[config.mk]
export PLATFORM = sky130hd
export DESIGN_NAME = sacl_way_sel
export DESIGN_NICKNAME = d
export VERILOG_FILES = /design/src/sacl_pkg.sv /design/src/sacl_way_sel.sv
export SDC_FILE = /design/constraint.sdc
export NUM_CORES = 1
export LEC_CHECK = 0
export ABC_AREA = 0
export BUFFER_PORTS_ARGS = -buffer_cell sky130_fd_sc_hd__buf_2
export CORE_AREA = 2 2 116 118
export DETAILED_ROUTE_END_ITERATION = 10
export DIE_AREA = 0 0 118 120
export PLACE_DENSITY = 0.8
export SYNTH_ARGS = -nofsm -noshare
export SYNTH_HDL_FRONTEND = slang
export SYNTH_SLANG_ARGS = --single-unit
[constraint.sdc]
create_clock -name vclk -period 7.35
set_clock_uncertainty 0.2 [all_clocks]
set_input_delay 1.1025 -clock vclk [all_inputs]
set_output_delay 1.1025 -clock vclk [all_outputs]
set_load 0.05 [all_outputs]
[src/sacl_pkg.sv]
// sacl_pkg: shared constants, types and register indexes for the cache lookup
// used by the other modules of set_assoc_cache_lru_lookup, not sacl_ram; no dependencies
package sacl_pkg;

  localparam int WAYS    = 4;
  localparam int SETS    = 256;
  localparam int WAY_W   = $clog2(WAYS);
  localparam int SET_W   = $clog2(SETS);
  localparam int ADDR_W  = 32;
  localparam int STAMP_W = 32;
  localparam int TAG_W   = 32;
  localparam int CNT_W   = 32;

  localparam int OFS_W   = 5;
  localparam int MASK_W  = 8;
  localparam int TSH_W   = 5;
  localparam int CFG_A_W = 2;
  localparam int CFG_D_W = 8;

  localparam logic [OFS_W-1:0]  OFS_RST  = OFS_W'(5);
  localparam logic [MASK_W-1:0] MASK_RST = MASK_W'(255);
  localparam logic [TSH_W-1:0]  TSH_RST  = TSH_W'(13);

  // configuration register indexes
  typedef enum logic [CFG_A_W-1:0] {
    REG_OFFSET_SHIFT = 2'd0,
    REG_INDEX_MASK   = 2'd1,
    REG_TAG_SHIFT    = 2'd2
  } cfg_reg_t;

  typedef struct packed {
    logic               vld;
    logic [TAG_W-1:0]   tag;
    logic [STAMP_W-1:0] stamp;
  } line_t;

  typedef line_t [WAYS-1:0] row_t;

  localparam int ROW_W = $bits(row_t);

  // lookup decision handed from the way selector to the top level
  typedef struct packed {
    logic             hit;
    logic             filled_empty;
    logic [WAY_W-1:0] way;
  } sel_t;

  localparam int IN_DATA_W  = 64;
  localparam int OUT_DATA_W = 40;

endpackage

[src/sacl_way_sel.sv]
// sacl_way_sel: tag compare, first-invalid search and oldest-stamp victim pick
// depends on sacl_pkg
module sacl_way_sel
  import sacl_pkg::*;
(
  input  row_t             row,
  input  logic [TAG_W-1:0] tag,
  output sel_t             sel
);

  logic [WAYS-1:0]    match;
  logic [WAYS-1:0]    empty;
  logic [WAY_W-1:0]   hit_way;
  logic [WAY_W-1:0]   empty_way;
  logic [WAY_W-1:0]   old_way;
  logic [STAMP_W-1:0] old_stamp;

  always_comb begin
    for (int w = 0; w < WAYS; w++) begin
      match[w] = row[w].vld && (row[w].tag == tag);
      empty[w] = !row[w].vld;
    end
  end

  // lowest matching / lowest invalid way wins
  always_comb begin
    hit_way   = '0;
    empty_way = '0;
    for (int w = WAYS - 1; w >= 0; w--) begin
      if (match[w]) hit_way = WAY_W'(w);
      if (empty[w]) empty_way = WAY_W'(w);
    end
  end

  // strict less-than keeps the lowest way on ties
  always_comb begin
    old_way   = '0;
    old_stamp = row[0].stamp;
    for (int w = 1; w < WAYS; w++) begin
      if (row[w].stamp < old_stamp) begin
        old_stamp = row[w].stamp;
        old_way   = WAY_W'(w);
      end
    end
  end

  always_comb begin
    sel.hit          = |match;
    sel.filled_empty = !(|match) && (|empty);
    if (|match) begin
      sel.way = hit_way;
    end else if (|empty) begin
      sel.way = empty_way;
    end else begin
      sel.way = old_way;
    end
  end

endmodule

---- Word level (Yosys, flattened, before mapping) ----
Index checks and enable logic that the tools add are counted.
storage, ports and cells
  bits in registers ....................... 0
  output and inout port bits .............. 4
cells by class
  order comparisons ....................... 3
  eq/ne operators ......................... 4
  multiplexer cells ....................... 15
  reduce and logical (&&, ||, !) cells .... 12
operators by type and width
  cell                         count
  32-bit equality test         4
  32-bit less-than comparator  3
  32-bit 2-to-1 mux            2
  2-bit 2-to-1 mux             12
  4-bit OR reduction           2
  1-bit logical AND            5
  1-bit zero test              5
  1-bit 2-to-1 mux             1

---- Depth between registers and ports, before layout ----
Gate-level depths: netlist of the first run.
  depth after elaboration ................. 8
  mapped depth ............................ 30

---- Worst setup path before layout of the first run ----
Ideal clock, no wire load.
  kind .................................... input port to output port
  start point ............................. in row[23] in the netlist's numbering
  end point ............................... out sel[1] in the netlist's numbering
  arrival time ............................ 7.285 ns
  data required time ...................... 6.048 ns
  slack ................................... -1.238 ns
  cell stages on the path ................. 26
  cell sequence ........................... inv_1 -> ha_1 -> a21oi_1 -> o21ai_0 -> a221oi_1 -> o211a_1 -> and2_1 -> buf_2 -> clkbuf_1 -> a21oi_1 -> ha_1 -> nand4_1 -> or4_1 -> or3b_4 -> a21boi_4 -> buf_6 -> mux2_4 -> ha_1 -> a21o_1 -> a21o_1 -> a211oi_1 -> o21bai_1 -> a21o_1 -> a221oi_1 -> o21ai_0 -> a31oi_1
RTL lines
  what                RTL line           text
  start: declaration  sacl_way_sel.sv:6  input row_t row,
  end: declaration    sacl_way_sel.sv:8  output sel_t sel

==> results.yml, run 1 <==
outcome:
  outcome: "finished with violations"
  violations: "setup timing"
worst_setup_path:
  end_kind: "output pin"
  cp_slowest_stage_delay_ns: 0.56
  worstSetupPathType: "in -> out"
  slowest_stage: "or4_4"
  worstPathArrival_ns: 6.98
  critPathLaunchType: "primary input"
  critPathMaxFanout: 8
  critical_path_required_ns: 6.05
layout:
  final_nets: 1454
  layout-drive-gt1-share_pct: 45.9
  n_clock_buffer: 0
  layout_commonest_cell: "buf_2"
  antenna_cells: 0
  seq_cell_count: 0
  regArea_um2: 0
  mostFrequentLayoutCells: "286 x buf_2, 92 x buf_4, 79 x ha_1"
  area_growth_pct: 59.0
logic_synthesis:
  syn_inst: 683
  synth_top_area_cell: "ha_1"
  syn_nets: 1068
  synth-seq-area-share_pct: 0
  synth_area_leaders: "ha_1 23%, xor2_1 13%, xnor2_1 9.7%"
  avgSynthCellArea_um2: 7.28
  syn-cell-area_um2: 4970
  synth_cell_types: 55
  synth_top_area_share_pct: 23.4
  synth_warnings: 0
global_route:
  antenna_found_initial: 0
  grt_pass1_wl_mm: 33.5
  grt_use_total_pct: 29.7
  first_global_vias: 6914
  overflow: 0
  grt_max_degree: 37
placement:
  pre_cts_slack_ns: -1.18
  dp_hpwl_mm: 19.9
  numPortBuffers: 296
  gp_congestion: 0.969
timing:
  fin_crit_ns: 8.28
  setup_viol: 2
  setup_slack_ns: -0.935
  relSlewSlack_pct: 64.7
  timing.fmax_ghz: 0.121
  whs_ns: 2.58
  finalSetupTns_ns: -1.70
  rsz0062_at_grt: "yes"
  period_share_pct: 113
  maxSlewViolCount: 0
  hold_viol_final: 0
  tightest_slew_ns: 0.522
die:
  initial_core_util_pct: 38.3
  io_pins: 296
  dieArea_um2: 14200
  fp.dieW_um: 118
  fp.dieH_um: 120
  design.core.area_um2: 13000
  placementRows: 42
power_and_ir_drop:
  totalPowerFinal_mw: 0.725
  p_leak_nw: 4.01
  ir_drop_uv: 46.1
  p_per_area_nw_per_um2: 91.7
drt:
  totalWireLength_mm: 22.4
  num_vias: 6657
  via_per_inst: 5.36
  routedWlPerCell_um: 18.0
  ant_nets: 0
  first_pass_iters: 5
  drc_errors: 0
  drt_iter0_drc: 242
clocking:
  hold_buffers: 0
flow_run:
  max_cap_violations: 0
hold_path:
  hold_path.class: "in -> out"
[cell usage after synthesis (all sizes together) (2+ instances only)]
| library cell | instances |
|---|---|
| nand2b | 2 |
| ha | 93 |
| buf | 4 |
| nand4 | 39 |
| nor2 | 56 |
| nand3 | 13 |
| nor3b | 2 |
| xnor2 | 55 |
| a31oi | 2 |
| a211oi | 5 |
| nor4b | 4 |
| a21boi | 3 |
| and3 | 3 |
| nand2 | 42 |
| a221oi | 3 |
| inv | 67 |
| o21ai | 20 |
| nor3 | 13 |
| o2111ai | 2 |
| a21o | 15 |
| clkbuf | 6 |
| mux2 | 31 |
| and4 | 3 |
| o21a | 6 |
| xor2 | 73 |
| a21oi | 59 |
| nor2b | 2 |
| or3b | 4 |
| or4 | 4 |
| nor4 | 34 |
| o21bai | 2 |
| a211o | 3 |
[layout make-up]
class / count / area, um^2
multi-input cells: 606 / 5040
well taps: 176 / 220
inverters: 67 / 272
repair buffers: 394 / 2370
fillers: 1183 / 5080
[metal layers]
layer	vias to the layer above	wire [um]	track usage (%)	share of wire (%)
met3	78	1310	2.80	5.9
met1	2995	8030	31.0	36
li1	3248	-	-	-
met4	0	1500	16.3	6.7
met2	336	11500	57.9	52
met5	-	0	0	0
[repair_timing]
action	in CTS	in global routing
cloned	0	1
buffers inserted	3	13
resized for setup	11	35
setup endpoints to repair	2	2
pin swaps	1	17
[kinds of logic after synthesis]
kind of cell | share of synthesized area, %
simple gates | 23.9
compound gates | 16.3
xor+xnor | 22.5
fa+ha+maj | 23.4
buf+inv | 6.29
mux | 7.62
[power by group]
part,internal (mW),switching (mW),leakage [nW],total (mW)
Combinational,0.367,0.358,4.01,0.725
Sequential,0,0,0,0
Clock,0,0,0,0
Total,0.367,0.358,4.01,0.725
[final timing paths]
path	cells after the start	end	from
setup / recovery	31	sel[0]	row[21]
hold / removal	6	sel[0]	row[195]
[through the flow]
stage	std cells	cell area (um^2)	utilization, %
global route	1243	7900	60.9
CTS	1230	7640	58.8
global placement	1227	7560	58.3
detailed placement	1227	7560	58.3
floorplan	683	5310	-
finish	1243	7900	60.9
[worst max-delay path: cells and delay by family]
kind	cells	cell delay (ns)
AOI/OAI and AO/OA	15	2.76
and+or+nand+nor	5	1.02
buffers and inverters	7	1.01
adders and majority gates	3	0.77
muxes	1	0.32
Note: power is estimated with default switching activity, not from simulation.
==> inputs of run 2 (changes only) <==
==> constraint.sdc (replaced) <==
create_clock -name vclk -period 7.1
set_clock_uncertainty 0.2 [all_clocks]
set_input_delay 1.065 -clock vclk [all_inputs]
set_output_delay 1.065 -clock vclk [all_outputs]
set_load 0.1 [all_outputs]
==> results.yml, run 2 (synthesized netlist as in run 1, its figures left out) <==
layout:
  final_nets: 1456
  mostFrequentLayoutCells: "291 x buf_2, 89 x buf_4, 76 x ha_1"
  multi_input_area_um2: 5200
  area_growth_pct: 63.1
  seq_cell_count: 0
  layout-drive-gt1-share_pct: 48.9
  final_cell_area_um2: 8110
  regArea_um2: 0
  layout_commonest_cell: "buf_2"
  final_util_pct: 62.5
  fill_cells: 1132
  n_clock_buffer: 0
  antenna_cells: 0
flow_run:
  max_cap_violations: 0
outcome:
  outcome: "finished with violations"
  violations: "setup timing"
worst_setup_path:
  worstPathArrival_ns: 6.95
  cp_slowest_stage_delay_ns: 0.56
  end_kind: "output pin"
  critPathLaunchType: "primary input"
  slowest_stage: "or4_4"
  worstSetupPathType: "in -> out"
  critPathMaxFanout: 10
  critical_path_required_ns: 5.83
drt:
  totalWireLength_mm: 24.1
  num_vias: 6792
  via_per_inst: 5.46
  drt_iter0_drc: 337
  routedWlPerCell_um: 19.4
  drc_errors: 0
  ant_nets: 0
  first_pass_iters: 4
timing:
  finalSetupTns_ns: -2.21
  timing.fmax_ghz: 0.122
  fin_crit_ns: 8.21
  maxSlewViolCount: 0
  period_share_pct: 116
  tightest_slew_ns: 0.495
  setup_viol: 2
  rsz0062_at_grt: "yes"
  setup_slack_ns: -1.11
  hold_viol_final: 0
  relSlewSlack_pct: 66.5
global_route:
  overflow: 0
  first_global_vias: 7046
  grt_use_total_pct: 31.5
  grt_pass1_wl_mm: 35.3
  grt_max_degree: 14
  antenna_found_initial: 0
power_and_ir_drop:
  totalPowerFinal_mw: 0.823
  p_leak_nw: 4.06
  p_per_area_nw_per_um2: 101
  ir_drop_uv: 49.0
placement:
  gp_congestion: 0.960
  numPortBuffers: 296
  dp_hpwl_mm: 20.3
  placed_cell_area_um2: 7540
die:
  initial_core_util_pct: 38.3
  placementRows: 42
  io_pins: 296
  fp.dieH_um: 120
  design.core.area_um2: 13000
  fp.dieW_um: 118
  dieArea_um2: 14200
hold_path:
  hold_path.class: "in -> out"
clocking:
  hold_buffers: 0
-- run 2: area by class of cell --
type,instances,share of cell area (%)
multi-input cells,606,64.1
repair buffers,396,29.9
inverters,67,3.32
well taps,176,2.72
-- run 2: metal layers --
metal / GRT usage (%) / up-vias / part of all wire [%]
met5: 0 / - / 0
met4: 16.9 / 0 / 6.5
met3: 3.09 / 87 / 6.0
met2: 62.9 / 359 / 53
met1: 31.9 / 3096 / 35
li1: - / 3250 / -
-- run 2: path summary, 6_finish.rpt --
| kind | start | end | slack [ns] | depth (start not counted) |
|---|---|---|---|---|
| worst max-delay path | row[24] | sel[0] | -1.11 | 30 |
| worst min-delay path | row[195] | sel[0] | 2.53 | 6 |
-- run 2: worst max-delay path, delay by kind of cell --
kind | cells | cell delay (ns)
compound gates | 11 | 2.01
fa+ha+maj | 3 | 0.83
buf+inv | 7 | 0.97
mux | 1 | 0.31
simple gates | 8 | 1.74
-- run 2: metrics by stage --
stage / setup slack, ns / std cells / hold slack, ns
finish: -1.11 / 1245 / 2.53
global route: -1.31 / 1245 / 2.56
CTS: -0.921 / 1235 / 2.55
detailed placement: -1.10 / 1222 / 2.55
global placement: -1.02 / 1222 / 2.53
floorplan: -0.910 / 683 / 2.31
-- run 2: report_power, final --
| group | internal, mW | leakage (nW) | total (mW) | switching (mW) |
|---|---|---|---|---|
| clock | 0 | 0 | 0 | 0 |
| sequential | 0 | 0 | 0 | 0 |
| combinational | 0.412 | 4.06 | 0.823 | 0.411 |
-- run 2: timing repair --
action / 4_1_cts / 5_1_grt
setup buffers: 10 / 10
pin swaps: 18 / 26
resized for setup: 26 / 45
setup endpoints to repair: 2 / 2
gates cloned: 3 / 0
