===== src/sacl_ram.sv =====
// sacl_ram: generic single-write, single-read synchronous ram, registered read
// no package dependency
module sacl_ram #(
  parameter int WIDTH = 8,
  parameter int DEPTH = 16
) (
  input  logic                     clk,
  input  logic                     we,
  input  logic [$clog2(DEPTH)-1:0] waddr,
  input  logic [WIDTH-1:0]         wdata,
  input  logic                     re,
  input  logic [$clog2(DEPTH)-1:0] raddr,
  output logic [WIDTH-1:0]         rdata
);

  logic [WIDTH-1:0] mem [DEPTH];
  logic [WIDTH-1:0] rdata_r;

  always_ff @(posedge clk) begin
    if (we) begin
      mem[waddr] <= wdata;
    end
    if (re) begin
      rdata_r <= mem[raddr];
    end
  end

  assign rdata = rdata_r;

endmodule


===== config.mk =====
export PLATFORM = sky130hd
export DESIGN_NAME = sacl_ram
export DESIGN_NICKNAME = d
export VERILOG_FILES = /design/src/sacl_ram.sv
export SDC_FILE = /design/constraint.sdc
export NUM_CORES = 1
export LEC_CHECK = 0
export ABC_AREA = 1
export BUFFER_PORTS_ARGS = -buffer_cell sky130_fd_sc_hd__clkbuf_2
export CAP_MARGIN = 30
export CORE_UTILIZATION = 30
export DETAILED_ROUTE_END_ITERATION = 16
export GPL_TIMING_DRIVEN = 0
export PLACE_DENSITY = 0.43
export SLEW_MARGIN = 5
export SYNTH_ARGS = -nofsm -noshare
export SYNTH_HDL_FRONTEND = slang
export SYNTH_SLANG_ARGS = --single-unit

===== constraint.sdc =====
create_clock -name clk -period 2.2 [get_ports clk]
set_input_delay 0.22 -clock clk [delete_from_list [all_inputs] [get_ports clk]]
set_output_delay 0.22 -clock clk [all_outputs]
set_load 0.01 [all_outputs]

Word level (Yosys, flattened, before mapping)
Memory sizes are Yosys's and may differ from the RTL's. A register that Yosys moved wholly into a read port is not among the register bits.
Cells that the tools add are included.
{"block": "word_totals", "ff_bits": 0, "latch_bits": 0, "ram_bits": 128, "romBits": 0, "input_bits": 19, "output_inout_bits": 8, "word_cells": 3, "memories": 1}
{"memory": "mem", "words": 16, "width": 8, "read_ports": 1, "rd_clocked_by_memory_dff": 1, "write_ports": 1, "line": "16", "text": "logic [WIDTH-1:0] mem [DEPTH];"}
{"block": "classes", "add_sub_neg": 0, "n_mul": 0, "div_mod_pow": 0, "n_lt_le_gt_ge": 0, "n_eq_ne": 0, "shifts": 0, "mux": 2, "bitwise": 0, "reduce_logical": 0}
{"op": "1-bit 2-to-1 mux", "count": 2}

Logic depth before layout (Yosys ltp)
Gate-level depths: netlist (run 1).
{"block": "depth", "ltp_word": 2, "depth_mapped": 8, "mapped_depth_nobuf": 7}

Worst setup path before layout (run 1)
Ideal clock, no wire load.
{"block": "synth_timing", "path_type": "input port to flip-flop", "startpoint": "input port waddr[2]", "endpoint": "memory mem[10][0], enable pin", "t_arrival_ns": 0.801, "setup_slack_ns": 1.029, "cell_stages": 2, "path_buffers": 0, "cell_sequence": "nand3b_1 > nor2_1"}
{"element": "from (decl)", "line": "9", "text": "input logic [$clog2(DEPTH)-1:0] waddr,"}
{"element": "to (decl)", "line": "16"}
No word-level cell before the write port.

Worst setup path after layout (run 1)
{"block": "layout_timing", "startpoint": "input port waddr[3]", "endpoint": "memory mem[6][2], enable pin"}
No word-level cell before the write port.

==> summary.txt, run 1 <==
Drt
  • DR WL/cell: 17.8 um
  • Via total after detailed routing: 3835
  • Initial DRC count: 428
  • Total detailed-routing wirelength: 15.4 mm
  • First-pass detailed-route iteration total: 6
  • DRC violations left: 0
  • Average vias per placed instance: 4.42
  • Routed Antenna Nets: 0

Place
  • Final weighted congestion of routability-driven global placement: 0.842
  • Placed Cells incl. Taps: 834
  • IO buf count: 23
  • Placed wire-length estimate: 10.2 mm
  • Placement Cell Area: 6290 um2

CTS
  • CTS resizes: 0
  • Post CTS Setup Buffer Count: 0
  • Number of CTS-inserted buffers: 17
  • Later-pin clock latency in the skew report: 0.43 ns
  • CTS Buffer Depth: 2
  • Clock transition at path regs: 0.06 ns
  • Post-CTS Hold Buffers: 0
  • CTS tree: done
  • H-tree levels: 4
  • CTS root buffer: sky130_fd_sc_hd__clkbuf_16
  • Sink count of the clock tree: 136

Power and ir drop
  • Leakage power figure: 0.00291 uW
  • VDD IR max: 0.000607 V
  • Pwr/cell area: 895 nW/um2

Global routing
  • Aggregate global-route resource usage: 16.7%
  • Maximum number of pins on one net before global-route repair: 17
  • Met2 usage: 24.4%
  • Vias in the first global route: 3661
  • M1 GR Usage: 23.3%
  • First-pass GRT wire length: 23.1 mm
  • Number of antenna violations at the first check in global routing: 0
  • Gr ovfl total: 0
  • Met3 usage: 3.98%
  • Layer carrying the most global-route usage: met2

Timing
  • Crit path time final: 1.37 ns
  • Peak Freq: 730 MHz
  • Sum Neg Setup Slack: 0 ns
  • Slew Limit Fails: 0
  • Final Cycle Share: 62.3%
  • Relative slew slack: 35.8%
  • Final worst hold slack: 0.153 ns
  • Final hold viol count: 0
  • Worst-Margin Slew: 0.960 ns
  • RSZ-0062 raised after global routing: no
  • Post-route clock skew: 0.00534 ns
  • Final setup violating endpoints: 0

Setup path
  • Delay of the slowest cell on the worst path: 0.79 ns
  • Startpoint kind of the worst setup timing path: primary input
  • CP Data Arrival Time: 1.42 ns
  • Path type of the worst setup path: primary input to flip-flop
  • Crit Path Max Fanout: 8
  • Critical path, cell by cell: clkbuf_2 -> nand3b_1 -> nor2_1
  • Required time reported for the critical path endpoint: 2.25 ns
  • Register-to-Register Path Depth: 6
  • Slowest cell on crit path: sky130_fd_sc_hd__nor2_1
  • Kind of end point of the critical path: flip-flop

Cells and area
  • Signed area change from the synthesized netlist to the final layout: 17.8%
  • Final core utilization: 36.5%
  • Number of fill cells: 1916
  • Post-layout nets: 614
  • Proportion of layout cells with a drive suffix above 1: 13.0%
  • Inserted Diodes: 0
  • Final instance area: 6890 um2
  • Final standard cell count with taps included and fillers excluded: 867

Logic synthesis
  • Synth Cell Area: 5850 um2
  • Top cell type's share of synthesized area: 69.8%
  • Cell accounting for the most synthesized area: sky130_fd_sc_hd__edfxtp_1
  • Avg Cell Area, Syn: 10.6 um2
  • Number of register bits inferred by synthesis: 136
  • Synthesized netlist cell count: 551
  • Post-synthesis sequential area ratio: 69.8%
  • Warning count from the yosys run: 0
  • Ranking of synthesized cells by area: sky130_fd_sc_hd__edfxtp_1 70%, sky130_fd_sc_hd__nand2_1 11%, sky130_fd_sc_hd__nand3_1 8.3%
  • Yosys cell types: 11
  • Syn nets: 570

Die
  • Die Width: 142 um
  • Number of cell rows: 50
  • Starting utilization of the core area: 30.9%
  • Die height: 142 um
  • IO Pins: 27
  • Area of the core region: 18900 um2
  • Total Die Area: 20100 um2

Worst hold path
  • Cell depth of the worst hold path: 1
  • Worst hold path class: primary input to flip-flop

Status
  • Outcome: complete, no violations

Run
  • Number of maximum-capacitance constraint violations: 0
-- cell type report --
class	count	area (um2)	share of cell area, %
buffer	24	166	2.42
clock inverter	14	159	2.31
tap	260	325	4.72
sequential	136	4080	59.3
timing repair buffer	25	130	1.89
inverter	102	383	5.56
multi-input combinational	289	1210	17.6
clock buffer	17	425	6.18
-- layout by cell type, fill, tap and decap left out, types with 2 or more instances in the layout --
master | Yosys | layout
sky130_fd_sc_hd__nand2_1 | 173 | 173
sky130_fd_sc_hd__edfxtp_1 | 136 | 136
sky130_fd_sc_hd__inv_1 | 100 | 100
sky130_fd_sc_hd__nand3_1 | 97 | 97
sky130_fd_sc_hd__clkbuf_2 | 0 | 23
sky130_fd_sc_hd__nor2_1 | 17 | 17
sky130_fd_sc_hd__clkbuf_16 | 0 | 17
sky130_fd_sc_hd__buf_2 | 13 | 13
sky130_fd_sc_hd__buf_6 | 6 | 6
sky130_fd_sc_hd__buf_4 | 4 | 6
sky130_fd_sc_hd__clkinvlp_4 | 0 | 5
sky130_fd_sc_hd__bufinv_16 | 0 | 3
sky130_fd_sc_hd__clkinv_2 | 0 | 3
sky130_fd_sc_hd__inv_2 | 2 | 2
sky130_fd_sc_hd__nand3b_1 | 2 | 2
sky130_fd_sc_hd__clkinv_1 | 0 | 2
-- final timing paths --
check | startpoint | to | slack [ns]
setup reg to reg | mem[15][3]$_DFFE_PP_ | rdata[3]$_DFFE_PP_ | 0.99
hold reg to reg | mem[12][5]$_DFFE_PP_ | rdata[5]$_DFFE_PP_ | 0.76
setup / recovery | waddr[3] | mem[6][2]$_DFFE_PP_ | 0.83
hold / removal | re | rdata[4]$_DFFE_PP_ | 0.15
-- synthesized netlist by cell type --
cell                       count
sky130_fd_sc_hd__nor2_1       17
sky130_fd_sc_hd__edfxtp_1    136
sky130_fd_sc_hd__buf_4         4
sky130_fd_sc_hd__buf_6         6
sky130_fd_sc_hd__nand2_1     173
sky130_fd_sc_hd__nand3b_1      2
sky130_fd_sc_hd__buf_1         1
sky130_fd_sc_hd__buf_2        13
sky130_fd_sc_hd__nand3_1      97
sky130_fd_sc_hd__inv_2         2
sky130_fd_sc_hd__inv_1       100
-- report_power, final --
part	total (uW)	switching [uW]	internal [uW]
logic	392	283	109
registers	2930	13.2	2920
clock network	2830	1080	1760
-- worst max-delay path: cells and delay by family --
kind,cells,cell delay [ns]
buffers and inverters,1,0.11
and+or+nand+nor,2,1.08
-- cell families (layout without fill, tap and decap cells) --
group	Yosys count	in the layout	synth area share, %
flip-flops	136	136	69.8
buffers and inverters	126	182	9.39
AND/OR/NAND/NOR	289	289	20.8
-- per-stage QoR --
| step | power, uW | worst slack [ns] |
|---|---|---|
| 3_3_place_gp | 3380 | 0.389 |
| 2_1_floorplan | 3200 | 1.03 |
| 6_report | 6160 | 0.830 |
| 5_1_grt | 6360 | 0.817 |
| 4_1_cts | 6210 | 0.750 |
| 3_5_place_dp | 3380 | 0.318 |
-- flip-flops by register name, indices dropped and copies added, names as in the netlist --
register	cells
rdata	8
mem	128
-- per-layer routing --
metal  wire [um]  part of all wire, %  vias to the layer above
met2        6740                   44                      120
met4         346                  2.2                        0
li1            -                    -                     1867
met5           0                    0                        -
met1        7400                   48                     1826
met3         921                  6.0                       22
(Power assumes the default switching activity.)
==> run 2: changes to the inputs <==
--- a/config.mk
+++ b/config.mk
@@ -5,7 +5,7 @@
 export SDC_FILE = /design/constraint.sdc
 export NUM_CORES = 1
 export LEC_CHECK = 0
-export ABC_AREA = 1
+export ABC_AREA = 0
 export BUFFER_PORTS_ARGS = -buffer_cell sky130_fd_sc_hd__clkbuf_2
 export CAP_MARGIN = 30
 export CORE_UTILIZATION = 30
==> constraint.sdc (replaced) <==
create_clock -name clk -period 1.4 [get_ports clk]
set_input_delay 0.14 -clock clk [delete_from_list [all_inputs] [get_ports clk]]
set_output_delay 0.14 -clock clk [all_outputs]
set_load 0.01 [all_outputs]
==> summary.txt, run 2 <==
Status
  • Outcome: complete, but fails checks (was complete, no violations)
  • Violations in the final reports: setup timing

Logic synthesis
  • Share of flip-flops with an asynchronous set or reset after synthesis: 0% (unchanged)
  • Main synth FF type: sky130_fd_sc_hd__edfxtp_1 (unchanged)
  • Top cell type's share of synthesized area: 78.1% (was 69.8%)
  • Synthesized netlist cell count: 229 (was 551)
  • Yosys cell types: 18 (was 11)
  • Avg Cell Area, Syn: 22.8 um2 (was 10.6 um2)
  • Cell with the most instances after synthesis: sky130_fd_sc_hd__edfxtp_1 (was sky130_fd_sc_hd__nand2_1)
  • Ranking of synthesized cells by area: sky130_fd_sc_hd__edfxtp_1 78%, sky130_fd_sc_hd__mux4_2 7.8%, sky130_fd_sc_hd__mux4_1 7.0% (was sky130_fd_sc_hd__edfxtp_1 70%, sky130_fd_sc_hd__nand2_1 11%, sky130_fd_sc_hd__nand3_1 8.3%)
  • Number of enable flip-flop cells after synthesis: 136 (unchanged)
  • Post-synthesis sequential area ratio: 78.1% (was 69.8%)
  • Synth Cell Area: 5230 um2 (was 5850 um2)
  • Ranking of synthesized cells by instance count: 136 x sky130_fd_sc_hd__edfxtp_1, 18 x sky130_fd_sc_hd__mux4_2, 16 x sky130_fd_sc_hd__a22oi_1, 14 x sky130_fd_sc_hd__mux4_1, 13 x sky130_fd_sc_hd__nor2_1 (was 173 x sky130_fd_sc_hd__nand2_1, 136 x sky130_fd_sc_hd__edfxtp_1, 100 x sky130_fd_sc_hd__inv_1, 97 x sky130_fd_sc_hd__nand3_1, 17 x sky130_fd_sc_hd__nor2_1)
  • Syn nets: 248 (was 570)
  • Warning count from the yosys run: 0 (unchanged)
  • Number of register bits inferred by synthesis: 136 (unchanged)
  • Cell accounting for the most synthesized area: sky130_fd_sc_hd__edfxtp_1 (unchanged)

Drt
  • Total detailed-routing wirelength: 11.0 mm (was 15.4 mm)
  • Average vias per placed instance: 4.65 (was 4.42)
  • Initial DRC count: 343 (was 428)
  • First-pass detailed-route iteration total: 4 (was 6)
  • Routed Antenna Nets: 0 (unchanged)
  • Via total after detailed routing: 2362 (was 3835)
  • DR WL/cell: 21.6 um (was 17.8 um)
  • DRC violations left: 0 (unchanged)

CTS
  • CTS root buffer: sky130_fd_sc_hd__clkbuf_16 (unchanged)
  • Later-pin clock latency in the skew report: 0.42 ns (was 0.43 ns)
  • CTS Buffer Depth: 2 (unchanged)
  • Post CTS Setup Buffer Count: 0 (unchanged)
  • Post-CTS Hold Buffers: 0 (unchanged)
  • Sink count of the clock tree: 136 (unchanged)
  • Number of CTS-inserted buffers: 17 (unchanged)
  • Clock transition at path regs: 0.06 ns (about the same)
  • H-tree levels: 4 (unchanged)
  • CTS tree: done (unchanged)

Power and ir drop
  • Pwr/cell area: 1690 nW/um2 (was 895 nW/um2)
  • Leakage power figure: 0.00211 uW (was 0.00291 uW)
  • VDD IR max: 0.00104 V (was 0.000607 V)

Global routing
  • First-pass GRT wire length: 16.0 mm (was 23.1 mm)
  • Number of antenna violations at the first check in global routing: 0 (unchanged)
  • Aggregate global-route resource usage: 13.5% (was 16.7%)
  • Vias in the first global route: 2443 (was 3661)
  • Maximum number of pins on one net before global-route repair: 17 (unchanged)
  • Gr ovfl total: 0 (unchanged)

Timing
  • Final hold viol count: 0 (unchanged)
  • Slew Limit Fails: 0 (unchanged)
  • Post-route clock skew: 0.0121 ns (was 0.00534 ns)
  • Relative slew slack: 39.0% (was 35.8%)
  • Final setup violating endpoints: 5 (was 0)
  • Sum Neg Setup Slack: -0.0834 ns (was 0 ns)
  • RSZ-0062 raised after global routing: yes (was no)
  • Final Cycle Share: 103%
  • Peak Freq: 694 MHz
  • Worst-Margin Slew: 0.912 ns (was 0.960 ns)
  • Slack of the critical path: -0.0418 ns (was 0.830 ns)
  • Crit path time final: 1.44 ns

Setup path
  • Path type of the worst setup path: flip-flop to flip-flop (was primary input to flip-flop)
  • Startpoint kind of the worst setup timing path: flip-flop (was primary input)
  • Required time reported for the critical path endpoint: 1.56 ns (was 2.25 ns)
  • CP Data Arrival Time: 1.60 ns (was 1.42 ns)
  • Crit Path Max Fanout: 1 (was 8)
  • Kind of end point of the critical path: flip-flop (unchanged)

Cells and area
  • Proportion of layout cells with a drive suffix above 1: 39.6% (was 13.0%)
  • Number of fill cells: 1552 (was 1916)
  • Largest register FFs: 128 (unchanged)
  • Final standard cell count with taps included and fillers excluded: 508 (was 867)
  • Signed area change from the synthesized netlist to the final layout: 23.7% (was 17.8%)
  • Final instance area: 6470 um2 (was 6890 um2)
  • Most frequent standard cell in the layout excluding fill and tap cells: sky130_fd_sc_hd__edfxtp_1 (was sky130_fd_sc_hd__nand2_1)
  • Inserted Diodes: 0 (unchanged)
  • Largest reg by FF count: mem (unchanged)
  • Commonest cells after routing, fill and taps aside: 136 x sky130_fd_sc_hd__edfxtp_1, 29 x sky130_fd_sc_hd__mux4_2, 25 x sky130_fd_sc_hd__clkbuf_2, 17 x sky130_fd_sc_hd__clkbuf_16, 12 x sky130_fd_sc_hd__a22oi_2 (was 173 x sky130_fd_sc_hd__nand2_1, 136 x sky130_fd_sc_hd__edfxtp_1, 100 x sky130_fd_sc_hd__inv_1, 97 x sky130_fd_sc_hd__nand3_1, 23 x sky130_fd_sc_hd__clkbuf_2)
  • Post-layout nets: 294 (was 614)
  • Final core utilization: 38.4% (was 36.5%)

Die
  • Starting utilization of the core area: 31.1% (was 30.9%)
  • Area of the core region: 16800 um2 (was 18900 um2)
  • Die Width: 134 um (was 142 um)
  • Die height: 134 um (was 142 um)
  • Total Die Area: 18000 um2 (was 20100 um2)
  • Number of cell rows: 47 (was 50)
  • IO Pins: 27 (unchanged)

Worst hold path
  • Worst hold path class: primary input to flip-flop (unchanged)

Place
  • Placed wire-length estimate: 6.98 mm (was 10.2 mm)
  • Final weighted congestion of routability-driven global placement: 0.690 (was 0.842)
  • Placed Cells incl. Taps: 476 (was 834)
  • Placement Cell Area: 5660 um2 (was 6290 um2)
  • IO buf count: 25 (was 23)

Run
  • Number of maximum-capacitance constraint violations: 0 (unchanged)
## run 2: cell count changes after synthesis, sizes merged, moves of 2 or more
cell,before,now
nand2,173,9
inv,102,0
buf,24,7
nand2b,0,2
nand3,97,1
nor3,0,4
nor2,17,13
clkdlybuf4s25,0,3
a22oi,0,16
mux4,0,32
## run 2: final timing paths
check,from,end,slack (ns),cells after the start
worst max-delay path,mem[0][7]$_DFFE_PP_,rdata[7]$_DFFE_PP_,-0.04,3
worst min-delay path,re,rdata[4]$_DFFE_PP_,0.07,1
worst max register to register,mem[0][7]$_DFFE_PP_,rdata[7]$_DFFE_PP_,-0.04,3
worst min register to register,mem[11][2]$_DFFE_PP_,rdata[2]$_DFFE_PP_,0.77,3
## run 2: logic make-up (layout without fill, tap and decap cells)
logic type | Yosys count | count (layout) | share of synthesized area, %
AO/OA/AOI/OAI | 16 | 16 | 2.30
buffers and inverters | 10 | 69 | 1.65
flip-flops | 136 | 136 | 78.1
multiplexers | 32 | 32 | 14.8
AND/OR/NAND/NOR | 35 | 35 | 3.14
## run 2: area by class of cell
cell class	instances	area [um2]	share of cell area, %
Sequential cell	136	4080	63.2
Multi-Input combinational cell	83	1100	17.0
Clock buffer	17	425	6.58
Clock inverter	15	350	5.42
Tap cell	220	275	4.26
Timing Repair Buffer	27	138	2.13
Buffer	10	93.8	1.45
## run 2: repair_timing
action,4_1_cts,5_1_grt
gates resized for setup,17,10
endpoints found under the hold margin,0,0
pin swaps,7,5
endpoints found under the setup margin,32,16
## run 2: critical path: stages (launching register included)
cell and delay [ns]:
sky130_fd_sc_hd__edfxtp_1 0.36, sky130_fd_sc_hd__mux4_2 0.47, sky130_fd_sc_hd__a22oi_2 0.26, sky130_fd_sc_hd__nand2_1 0.11
## run 2: power by group
part,internal (uW),switching [uW]
combinational,194,292
sequential,4590,19.3
clock,4220,1610
## run 2: through the flow
| stage | total power (uW) | hold WS, ns | worst slack (ns) |
|---|---|---|---|
| 3_5_place_dp | 5160 | 0.498 | -0.478 |
| 3_3_place_gp | 5150 | 0.502 | -0.660 |
| 5_1_grt | 11200 | 0.0688 | -0.0912 |
| 4_1_cts | 11000 | 0.0602 | -0.0774 |
| 2_1_floorplan | 4930 | 0.239 | -0.0160 |
| 6_report | 10900 | 0.0679 | -0.0418 |
## run 2: per-layer routing
metal / global-route usage [%] / vias up / share of wire (%)
met5: 0 / - / 0
met4: 6.25 / 0 / 1.5
met3: 4.16 / 13 / 4.6
met2: 19.4 / 67 / 46
met1: 18.6 / 1217 / 48
li1: - / 1065 / -
==> run 3: changes to the inputs <==
--- a/config.mk
+++ b/config.mk
@@ -8,10 +8,11 @@
 export ABC_AREA = 0
 export BUFFER_PORTS_ARGS = -buffer_cell sky130_fd_sc_hd__clkbuf_2
 export CAP_MARGIN = 30
-export CORE_UTILIZATION = 30
+export CORE_UTILIZATION = 63
+export CTS_BUF_LIST = sky130_fd_sc_hd__clkbuf_4 sky130_fd_sc_hd__clkbuf_8
 export DETAILED_ROUTE_END_ITERATION = 16
 export GPL_TIMING_DRIVEN = 0
-export PLACE_DENSITY = 0.43
+export PLACE_DENSITY = 0.8
 export SLEW_MARGIN = 5
 export SYNTH_ARGS = -nofsm -noshare
 export SYNTH_HDL_FRONTEND = slang
==> summary.txt, run 3 (synthesis results as in run 2) <==
Status
  • Outcome: complete, but fails checks (unchanged)
  • Violations in the final reports: setup timing (unchanged)

Global routing
  • Gr ovfl total: 0 (unchanged)
  • Aggregate global-route resource usage: 26.1% (was 13.5%)
  • First-pass GRT wire length: 15.0 mm (was 16.0 mm)
  • Number of antenna violations at the first check in global routing: 0 (unchanged)
  • Vias in the first global route: 2500 (was 2443)
  • Maximum number of pins on one net before global-route repair: 17 (unchanged)

Timing
  • Post-route clock skew: 0.0116 ns (was 0.0121 ns)
  • Slack of the critical path: -0.0486 ns (was -0.0418 ns)
  • Relative slew slack: 40.4% (was 39.0%)
  • Final setup violating endpoints: 6 (was 5)
  • Crit path time final: 1.45 ns (was 1.44 ns)
  • Peak Freq: 690 MHz (was 694 MHz)
  • Final Cycle Share: 103% (about the same)
  • Worst-Margin Slew: 0.891 ns (was 0.912 ns)
  • Slew Limit Fails: 0 (unchanged)
  • RSZ-0062 raised after global routing: yes (unchanged)
  • Final hold viol count: 0 (unchanged)

CTS
  • CTS root buffer: sky130_fd_sc_hd__clkbuf_8 (was sky130_fd_sc_hd__clkbuf_16)
  • Later-pin clock latency in the skew report: 0.42 ns (about the same)
  • H-tree levels: 4 (unchanged)
  • Clock transition at path regs: 0.07 ns (was 0.06 ns)
  • CTS tree: done (unchanged)
  • Post CTS Setup Buffer Count: 0 (unchanged)
  • CTS Buffer Depth: 2 (unchanged)
  • Number of CTS-inserted buffers: 17 (unchanged)
  • Sink count of the clock tree: 136 (unchanged)
  • Post-CTS Hold Buffers: 0 (unchanged)

Power and ir drop
  • Power dissipated by switching net loads: 1650 uW (was 1920 uW)
  • Portion of total power attributed to the clock network: 35.5% (was 53.4%)
  • Internal power consumption: 6220 uW (was 9000 uW)
  • Proportion of total power due to net switching: 20.9% (was 17.6%)
  • Portion of total power attributed to combinational logic: 6.0% (was 4.5%)
  • Pwr/cell area: 1340 nW/um2 (was 1690 nW/um2)
  • Final Total Pwr: 7870 uW (was 10900 uW)
  • Share of total power in sequential cells: 58.6% (was 42.2%)
  • VDD IR max: 0.000719 V (was 0.00104 V)
  • Leakage power figure: 0.00192 uW (was 0.00211 uW)

Drt
  • Via total after detailed routing: 2508 (was 2362)
  • DRC violations left: 0 (unchanged)
  • Routed Antenna Nets: 0 (unchanged)
  • First-pass detailed-route iteration total: 4 (unchanged)
  • Average vias per placed instance: 6.43 (was 4.65)
  • Initial DRC count: 268 (was 343)
  • DR WL/cell: 25.4 um (was 21.6 um)
  • Total detailed-routing wirelength: 9.89 mm (was 11.0 mm)

Cells and area
  • Commonest cells after routing, fill and taps aside: 136 x sky130_fd_sc_hd__edfxtp_1, 28 x sky130_fd_sc_hd__mux4_2, 25 x sky130_fd_sc_hd__clkbuf_2, 17 x sky130_fd_sc_hd__clkbuf_8, 11 x sky130_fd_sc_hd__a22oi_2 (was 136 x sky130_fd_sc_hd__edfxtp_1, 29 x sky130_fd_sc_hd__mux4_2, 25 x sky130_fd_sc_hd__clkbuf_2, 17 x sky130_fd_sc_hd__clkbuf_16, 12 x sky130_fd_sc_hd__a22oi_2)
  • Largest reg by FF count: mem (unchanged)
  • Signed area change from the synthesized netlist to the final layout: 12.5% (was 23.7%)
  • Final instance area: 5880 um2 (was 6470 um2)
  • Post-layout nets: 295 (was 294)
  • Proportion of layout cells with a drive suffix above 1: 38.5% (was 39.6%)
  • Largest register FFs: 128 (unchanged)
  • Most frequent standard cell in the layout excluding fill and tap cells: sky130_fd_sc_hd__edfxtp_1 (unchanged)
  • Inserted Diodes: 0 (unchanged)
  • Number of fill cells: 412 (was 1552)

Place
  • Placed wire-length estimate: 6.31 mm (was 6.98 mm)
  • Final weighted congestion of routability-driven global placement: 0.724 (was 0.690)
  • Placement Cell Area: 5510 um2 (was 5660 um2)
  • IO buf count: 25 (unchanged)

Setup path
  • CP Data Arrival Time: 1.61 ns (was 1.60 ns)
  • Crit Path Max Fanout: 1 (unchanged)
  • Required time reported for the critical path endpoint: 1.57 ns (was 1.56 ns)
  • Path type of the worst setup path: flip-flop to flip-flop (unchanged)
  • Startpoint kind of the worst setup timing path: flip-flop (unchanged)
  • Kind of end point of the critical path: flip-flop (unchanged)

Die
  • Number of cell rows: 32 (was 47)
  • Total Die Area: 8670 um2 (was 18000 um2)
  • Starting utilization of the core area: 66.3% (was 31.1%)
  • Area of the core region: 7890 um2 (was 16800 um2)
  • Die height: 93.1 um (was 134 um)
  • Die Width: 93.1 um (was 134 um)
  • IO Pins: 27 (unchanged)

Run
  • Number of maximum-capacitance constraint violations: 0 (unchanged)

Worst hold path
  • Worst hold path class: primary input to flip-flop (unchanged)
-- run 3: power groups by stage --
stage               sequential [uW]  combinational (uW)  clock, uW
floorplan                      4700                 235          0
global placement               4690                 418          0
detailed placement             4700                 440          0
CTS                            4610                 468       2820
global route                   4610                 505       3000
finish                         4610                 471       2790
-- run 3: layer usage --
layer / vias to the layer above / part of all wire, % / track usage [%]
li1: 1065 / - / -
met1: 1304 / 42 / 38.1
met2: 128 / 50 / 39.9
met3: 11 / 6.3 / 6.91
met4: 0 / 1.5 / 7.95
met5: - / 0 / 0
-- run 3: per-stage QoR --
step / cells / hold slack (ns) / utilization, % / TNS (ns) / setup slack, ns
after floorplan: 229 / 0.239 / - / -0.236 / -0.0160
after global placement: 356 / 0.492 / 69.6 / -29.05 / -0.470
after detailed placement: 359 / 0.504 / 69.9 / -26.20 / -0.401
after CTS: 390 / 0.0599 / 74.4 / -0.166 / -0.0464
after global routing: 390 / 0.0872 / 74.6 / -0.444 / -0.0739
final: 390 / 0.0774 / 74.6 / -0.168 / -0.0486
-- run 3: timing repair --
| action | in CTS | in global routing |
|---|---|---|
| setup endpoints to repair | 8 | 26 |
| hold endpoints to repair | 0 | 0 |
| pin swaps | 6 | 2 |
| gates resized for setup | 18 | 6 |
-- run 3: critical path, stage by stage (launching register included) --
cell,delay [ns]
sky130_fd_sc_hd__edfxtp_1,0.42
sky130_fd_sc_hd__mux4_2,0.54
sky130_fd_sc_hd__a22oi_2,0.17
sky130_fd_sc_hd__nand2_1,0.08
-- run 3: cell type report --
type                       count  area (um2)  area share (%)
sequential                   136        4080            69.4
buffer                        10        93.8            1.60
timing repair buffer          28         143            2.43
clock buffer                  21         264            4.49
tap                          102         128            2.17
multi-input combinational     83        1090            18.5
clock inverter                10        81.3            1.38
-- run 3: final timing paths --
path / startpoint / end / slack (ns) / cells past startpoint
worst min register to register: mem[11][3]$_DFFE_PP_ / rdata[3]$_DFFE_PP_ / 0.79 / 3
worst min-delay path: re / rdata[6]$_DFFE_PP_ / 0.08 / 1
worst max register to register: mem[6][1]$_DFFE_PP_ / rdata[1]$_DFFE_PP_ / -0.05 / 3
worst max-delay path: mem[6][1]$_DFFE_PP_ / rdata[1]$_DFFE_PP_ / -0.05 / 3
